## config.mk

```make
export PLATFORM = sky130hd
export DESIGN_NAME = tts_ctrl
export DESIGN_NICKNAME = d
export VERILOG_FILES = /design/src/sv/tts_pkg.sv /design/src/sv/tts_ctrl.sv
export SDC_FILE = /design/constraint.sdc
export NUM_CORES = 1
export LEC_CHECK = 0
export BUFFER_PORTS_ARGS = -buffer_cell sky130_fd_sc_hd__buf_2
export CAP_MARGIN = 30
export CORE_AREA = 3 3 40 42
export DETAILED_ROUTE_END_ITERATION = 7
export DIE_AREA = 0 0 43 45
export GPL_TIMING_DRIVEN = 0
export PLACE_DENSITY = 0.5
export SETUP_SLACK_MARGIN = 0.2
export SLEW_MARGIN = 20
export SYNTH_ARGS = -nofsm -noshare
export SYNTH_HDL_FRONTEND = slang
export SYNTH_SLANG_ARGS = --single-unit
```

## constraint.sdc

```tcl
create_clock -name clk -period 4.44 [get_ports clk]
set_clock_uncertainty 0.1 [all_clocks]
set_input_delay 0.666 -clock clk [delete_from_list [all_inputs] [get_ports clk]]
set_output_delay 0.666 -clock clk [all_outputs]
set_load 0.01 [all_outputs]
```

## src/sv/tts_pkg.sv

```systemverilog
// Shared constants, codes and controller/datapath interface types for the terminal.
package tts_pkg;

    // Geometry limits
    localparam int MAX_COLS         = 128;
    localparam int MAX_VISIBLE_ROWS = 25;
    localparam int HISTORY_FACTOR   = 10;
    localparam int STORE_ROWS       = HISTORY_FACTOR * MAX_VISIBLE_ROWS;
    localparam int CELLS            = STORE_ROWS * MAX_COLS;

    // Internal widths
    localparam int COL_W   = $clog2(MAX_COLS);
    localparam int ROW_W   = $clog2(STORE_ROWS);
    localparam int CADDR_W = ROW_W + COL_W;
    localparam int ECW     = $clog2(MAX_COLS + 1);
    localparam int ERW     = $clog2(MAX_VISIBLE_ROWS + 1);

    // Port widths
    localparam int OP_W       = 2;
    localparam int CHAR_W     = 8;
    localparam int DELTA_W    = 9;
    localparam int RROW_W     = 5;
    localparam int RCOL_W     = 7;
    localparam int GLYPH_W    = 7;
    localparam int CURSOR_W   = 7;
    localparam int VIEW_W     = 8;
    localparam int CODE_W     = 7;
    localparam int COLS_W     = 8;
    localparam int VROWS_W    = 5;
    localparam int CFG_IDX_W  = 2;
    localparam int CFG_DATA_W = 8;

    // Signed view arithmetic width
    localparam int MV_W = ((ROW_W > DELTA_W) ? ROW_W : DELTA_W) + 2;

    // Reset values of the configuration registers
    localparam logic [COLS_W-1:0]  COLS_RESET  = 8'd80;
    localparam logic [VROWS_W-1:0] VROWS_RESET = 5'd24;

    // Register indexes
    localparam logic [CFG_IDX_W-1:0] REG_COLUMNS      = 2'd0;
    localparam logic [CFG_IDX_W-1:0] REG_VISIBLE_ROWS = 2'd1;

    // Character codes
    localparam logic [CHAR_W-1:0] CHAR_NUL   = 8'd0;
    localparam logic [CHAR_W-1:0] CHAR_BS    = 8'd8;
    localparam logic [CHAR_W-1:0] CHAR_LF    = 8'd10;
    localparam logic [CHAR_W-1:0] CHAR_CR    = 8'd13;
    localparam logic [CHAR_W-1:0] PRINT_LO   = 8'd32;
    localparam logic [CODE_W-1:0] SPACE_CODE = 7'd32;

    typedef enum logic [1:0] {
        OP_PUT,
        OP_MOVE,
        OP_CLEAR,
        OP_READ
    } op_t;

    // What the datapath needs after the execute step
    typedef enum logic [1:0] {
        EX_DONE,
        EX_SPACE,
        EX_SWEEP,
        EX_READ
    } exec_kind_t;

    typedef enum logic [2:0] {
        ST_IDLE,
        ST_EXEC,
        ST_SPACE,
        ST_SWEEP,
        ST_RADDR,
        ST_RWAIT,
        ST_DONE
    } state_t;

    typedef struct packed {
        logic latch_in;
        logic exec;
        logic space_wr;
        logic sweep_wr;
        logic rd_addr;
        logic rd_glyph;
        logic cfg_wr;
    } dp_cmd_t;

    typedef struct packed {
        exec_kind_t exec_kind;
        logic       sweep_last;
        logic       cfg_hit;
    } dp_stat_t;

endpackage

```

## src/sv/tts_ctrl.sv

```systemverilog
// Sequencing state machine for the terminal: issues datapath commands per step.
module tts_ctrl
    import tts_pkg::*;
(
    input  logic     clk,
    input  logic     rst_n,
    input  logic     start,
    input  logic     cfg_valid,
    input  dp_stat_t stat,
    output logic     busy,
    output logic     cfg_ready,
    output logic     done,
    output dp_cmd_t  cmd
);

    state_t state_reg, state_next;
    logic   report_reg, report_next;

    // State registers; reset enters the bottom-row sweep with no result
    always_ff @(posedge clk or negedge rst_n)
    begin
        if (!rst_n)
        begin
            state_reg  <= ST_SWEEP;
            report_reg <= 1'b0;
        end
        else
        begin
            state_reg  <= state_next;
            report_reg <= report_next;
        end
    end

    // Next state
    always_comb
    begin
        state_next  = state_reg;
        report_next = report_reg;
        case (state_reg)
            ST_IDLE, ST_DONE:
            begin
                if (start)
                begin
                    state_next = ST_EXEC;
                end
                else if (cfg_valid && stat.cfg_hit)
                begin
                    state_next  = ST_SWEEP;
                    report_next = 1'b0;
                end
                else
                begin
                    state_next = ST_IDLE;
                end
            end
            ST_EXEC:
            begin
                case (stat.exec_kind)
                    EX_SPACE: state_next = ST_SPACE;
                    EX_SWEEP:
                    begin
                        state_next  = ST_SWEEP;
                        report_next = 1'b1;
                    end
                    EX_READ:  state_next = ST_RADDR;
                    default:  state_next = ST_DONE;
                endcase
            end
            ST_SPACE: state_next = ST_DONE;
            ST_SWEEP:
            begin
                if (stat.sweep_last)
                begin
                    state_next = report_reg ? ST_DONE : ST_IDLE;
                end
            end
            ST_RADDR: state_next = ST_RWAIT;
            ST_RWAIT: state_next = ST_DONE;
            default:  state_next = ST_IDLE;
        endcase
    end

    // Outputs and datapath commands
    always_comb
    begin
        busy         = !((state_reg == ST_IDLE) || (state_reg == ST_DONE));
        cfg_ready    = !busy && !start;
        done         = (state_reg == ST_DONE);
        cmd.latch_in = start && !busy;
        cmd.exec     = (state_reg == ST_EXEC);
        cmd.space_wr = (state_reg == ST_SPACE);
        cmd.sweep_wr = (state_reg == ST_SWEEP);
        cmd.rd_addr  = (state_reg == ST_RADDR);
        cmd.rd_glyph = (state_reg == ST_RWAIT);
        cmd.cfg_wr   = cfg_valid && cfg_ready;
    end

endmodule

```

==> out/metrics.csv, run 1 <==
metric;value;unit
core area;0.00128;sq mm
DR WL met2;367;microns
post-DR vias/cell;4.59;
RSZ-0062 raised after global routing;no;
detailed router's first-iteration violation count;3;
CTS Buf Count;3;
Worst Path Arrival;1500;ps
combinational fraction of design power;59.0;%
n_diodes;0;
max_slew headroom;75.2;%
WL/cell;10.2;microns
postcts setup bufs;0;
I/O pin total;18;
top layer in use;met4;
Final ANT Viol Nets;0;
# port buffers;17;
Worst setup EP type;output port;
first-pass GRT wire length;1.33;mm
DP Area;434;sq um
H-tree depth;1;
syn avg cell area;8.26;sq um
WL final;765;microns
EDFF count, synth;0;
period utilization;51.0;%
fin. max-slew vios;0;
Setup CP Type;flip-flop to output port;
hold buffer count at cts;0;
Worst Tran Pin Value;371;ps
vias;344;
Ys Warns;0;
HP Class;primary input to async pin;
CP Launch Type;flip-flop;
P per Cell Area;687;mW/mm^2
Gate Count Post-Synth;40;
Largest register FFs;3;
nets;72;
Syn Std Cell Area;330;sq um
Placer Congestion;0.751;
CP max stage delay;430;ps
Skew-Pair Late Insertion Delay;230;ps
max cap viols;0;
Int Power;0.000177;W
top cells by area, synth;dfstp_2 16%, dfrtp_1 15%, nor3b_1 9.1%;
post_cts resized;0;
Site Rows;13;
Setup Viol. Count Final;0;
syn nets;50;
DRT Pass-1 Iters;3;
Switching Share;43.5;%
fin crit period;2260;ps
clock network power share;14.3;%
register share of total power;26.8;%
clk sinks;4;
fmax;0.442;GHz
total track usage;9.02;%
Seq/Total Area, Yosys;31.1;%
initial antenna violation count;0;
cell family with most CP delay;simple AND/OR/NAND/NOR gates;
post-route cell area;457;sq um
Commonest cells post-synth;4 x inv_1, 4 x nor3b_1, 3 x nand2_1, 3 x nor2_1;
die footprint;0.00194;sq mm
largest net degree at the start of global routing;11;
Die H;45;microns
worst path buffer plus inverter count;1;
Final Hold Vio Count;0;
ys async rst share;100;%
cell accounting for the most synthesized area;dfstp_2;
CTS Root Cell;clkbuf_4;
Max VDD drop;0.182;mV
Reg clk slew, reported paths;40;ps
deepest clock path buffer count;2;
CP Cell Sequence;xor2_1 -> or2_2 -> nor3b_1 -> buf_2;
CP max FO;6;
synthesis-stage register bit count;4;
P_leak;0.235;nW
WL met1;351;microns
initial core utilization;25.7;%
Die X;43;microns
vias in the first global route;337;
top cell type's share of synthesized area;15.9;%
Fin Setup TNS;0;ps
post-synthesis cell type count;24;
worst endpoint required time;3670;ps
drt drc;0;
CP max stage cell;dfrtp_1;
metal3 WL;34;microns
status;finished clean;
Main synth FF type;dfstp_2;
area added between synthesis and finish;38.3;%
layout cells sized above 1;41.7;%
CTS tree;done;
setup slack, reg-to-reg;2920;ps
sw power;0.000137;W
total gr overflow;0;
-- logic make-up (layout without fill, tap and decap cells) --
logic type	Yosys count	after routing	share of synthesized area, %
compound gates	10	10	20.1
xor+xnor	1	1	2.65
fa+ha+maj	3	3	10.6
buf+inv	7	27	9.09
flops	4	4	31.1
simple gates	15	15	26.5
-- power by group through the flow --
stage                      clock, W  sequential, W  combinational [W]
after floorplan                   0      0.0000774           0.000130
after global placement            0      0.0000850           0.000186
after detailed placement          0      0.0000843           0.000186
after CTS                 0.0000463      0.0000838           0.000188
after global routing      0.0000494      0.0000879           0.000208
final                     0.0000447      0.0000839           0.000185
-- per-layer routing --
layer / track usage, % / up-vias
met2: 13.8 / 12
met4: 7.23 / 0
li1: - / 180
met5: 0 / -
met3: 1.20 / 2
met1: 11.4 / 150
-- per-stage QoR --
step                      setup WS [ps]  hold WS [ps]  cells  power [W]  util (%)
final                              2180           127     75   0.000314      35.5
after global routing               2060           133     75   0.000345      35.5
after CTS                          2170           126     75   0.000318      35.5
after detailed placement           2420           374     72   0.000270      33.8
after global placement             2420           378     72   0.000271      33.8
after floorplan                    2420           270     40   0.000207         -
-- final cells by class --
type / count / area, sq um
tap: 15 / 18.8
timing repair buffer: 17 / 85.1
clock buffer: 3 / 22.5
sequential: 4 / 103
buffer: 3 / 15.0
fill: 152 / 828
inverter: 4 / 15.0
multi-input combinational: 29 / 198
-- layout by cell type (no fill, tap or decap) --
cell       synthesis  final
buf_4              1      1
xor2_1             1      1
a21oi_1            2      2
o21bai_1           1      1
inv_1              4      4
a22o_1             1      1
o21ai_0            2      2
dfstp_2            2      2
o211ai_1           1      1
clkbuf_4           0      3
and3_1             1      1
maj3_1             1      1
o2111ai_1          1      1
or2_2              1      1
ha_1               2      2
nor2_1             3      3
buf_2              0     17
nand2b_1           1      1
nor3b_1            4      4
or4_4              1      1
nand2_1            3      3
dfrtp_1            2      2
clkbuf_1           2      2
nor3_1             1      1
a21boi_0           1      1
o22ai_1            1      1
-- worst paths after layout --
kind | startpoint | endpoint | cells after the start
min in group clk | report_reg | report_reg | 1
max | state_reg[2] | cmd[0] | 4
min reg2reg | report_reg | report_reg | 1
min | rst_n | report_reg | 1
max in group asynchronous | rst_n | state_reg[1] | 1
max reg2reg | state_reg[2] | report_reg | 3
(Power assumes the default switching activity.)
==> inputs of run 2 (changes only) <==
Settings changed: PLACE_DENSITY 0.5 to 0.51.
Clock period 4.44 ns to 1.9 ns, I/O delays scaled along.
==> out/metrics.csv, run 2 (synthesis results as in run 1) <==
metric;value;unit
Setup Viol. Count Final;0;
WL final;835;microns
Worst setup EP type;output port;
HP Class;primary input to async pin;
detailed router's first-iteration violation count;1;
H-tree depth;1;
vias in the first global route;336;
worst endpoint required time;1510;ps
status;finished clean;
Max VDD drop;0.504;mV
max cap viols;0;
final setup margin;126;ps
deepest clock path buffer count;2;
P_leak;0.258;nW
max_slew headroom;82.1;%
RSZ-0062 raised after global routing;yes;
layout cells sized above 1;51.6;%
register share of total power;24.8;%
Placer Congestion;0.729;
core area;0.00128;sq mm
reg2reg end;report_reg;
CTS Buf Count;3;
most frequent cells in the layout;17 x buf_2, 4 x inv_1, 4 x clkbuf_4, 3 x nor2_1, 3 x nand2_1;
fin. max-slew vios;0;
DRT Pass-1 Iters;3;
Site Rows;13;
final std cells w/o fill;77;
dpl cells;72;
clk sinks;4;
drt drc;0;
setup slack, reg-to-reg;270;ps
post-DR vias/cell;4.56;
Final ANT Viol Nets;0;
Final HPWL DP;622;microns
commonest non-fill, non-tap cell in the layout;buf_2;
Critical Path Stages;4;
Skew-Pair Late Insertion Delay;240;ps
Worst Reg-to-Reg Cells;4;
P per Cell Area;1650;mW/mm^2
r2r startpoint;state_reg[1];
CTS tree;done;
Die H;45;microns
cell family with most CP delay;flip-flops;
Int Power;0.000491;W
die footprint;0.00194;sq mm
total track usage;9.92;%
initial antenna violation count;0;
n_diodes;0;
worst path buffer plus inverter count;1;
vias;351;
nets;74;
CP max stage cell;dfstp_2;
area added between synthesis and finish;54.2;%
Switching Share;41.5;%
# port buffers;17;
first-pass GRT wire length;1.44;mm
post-place setup slack;264;ps
Worst Tran Pin Value;269;ps
Final Hold Vio Count;0;
CP Launch Type;flip-flop;
Largest register FFs;3;
Hold WS;280;ps
CTS Root Cell;clkbuf_4;
Fin Setup TNS;0;ps
Die X;43;microns
largest net degree at the start of global routing;11;
fmax;0.564;GHz
Worst Path Arrival;1390;ps
CP max FO;4;
WL/cell;10.8;microns
combinational fraction of design power;62.5;%
I/O pin total;18;
Reg clk slew, reported paths;40;ps
clock network power share;12.7;%
sw power;0.000349;W
total gr overflow;0;
period utilization;93.4;%
CP Cell Sequence;xor2_2 -> or2_4 -> nor3b_2 -> buf_2;
CP max stage delay;560;ps
initial core utilization;25.7;%
fin crit period;1770;ps
Setup CP Type;flip-flop to output port;
run 2: changes by cell type in the layout (fill, tap and decap cells not counted), sizes merged:
cell,previous run,this run
buf,18,19
dlygate4sd3,0,1
run 2: how the worst max path moves through the flow:
stage | slack (ps) | from | to
after detailed placement | 260 | state_reg[1] | cmd[0]
final | 130 | state_reg[1] | cmd[0]
after floorplan | 270 | state_reg[1] | cmd[0]
after CTS | 110 | state_reg[1] | cmd[0]
after global routing | 40 | state_reg[1] | cmd[0]
after global placement | 280 | state_reg[2] | cmd[0]
run 2: routing by layer:
metal / global-route usage [%] / routed length, microns / vias to the layer above / share of wire (%)
met5: 0 / 0 / - / 0
met1: 13.3 / 425 / 145 / 51
li1: - / - / 185 / -
met3: 4.78 / 85 / 0 / 10
met2: 14.7 / 324 / 21 / 39
met4: 1.81 / 0 / 0 / 0
run 2: layout make-up:
type	count	area, sq um
well taps	15	18.8
fillers	139	776
clock buffers	3	22.5
multi-input cells	29	218
flip-flops and latches	4	104
plain buffers	3	28.8
inverters	4	15.0
repair buffers	19	103
run 2: timing repair:
item,in CTS,in global routing
endpoints found under the hold margin,4,0
hold buffers,1,0
pin swaps,0,1
gates resized for setup,7,3
setup endpoints to repair,10,7
buffers inserted,0,1
run 2: through the flow:
stage	util, %	area [sq um]	power (W)
6_report	39.6	509	0.000840
5_1_grt	39.6	509	0.000917
4_1_cts	38.0	488	0.000793
3_5_place_dp	33.8	434	0.000634
3_3_place_gp	33.8	434	0.000632
2_1_floorplan	-	330	0.000485
run 2: power by group through the flow:
stage               clock network (W)  registers (W)  logic [W]
finish                       0.000106       0.000208   0.000525
detailed placement                  0       0.000197   0.000437
CTS                          0.000110       0.000199   0.000484
global route                 0.000117       0.000218   0.000582
floorplan                           0       0.000181   0.000304
global placement                    0       0.000197   0.000435
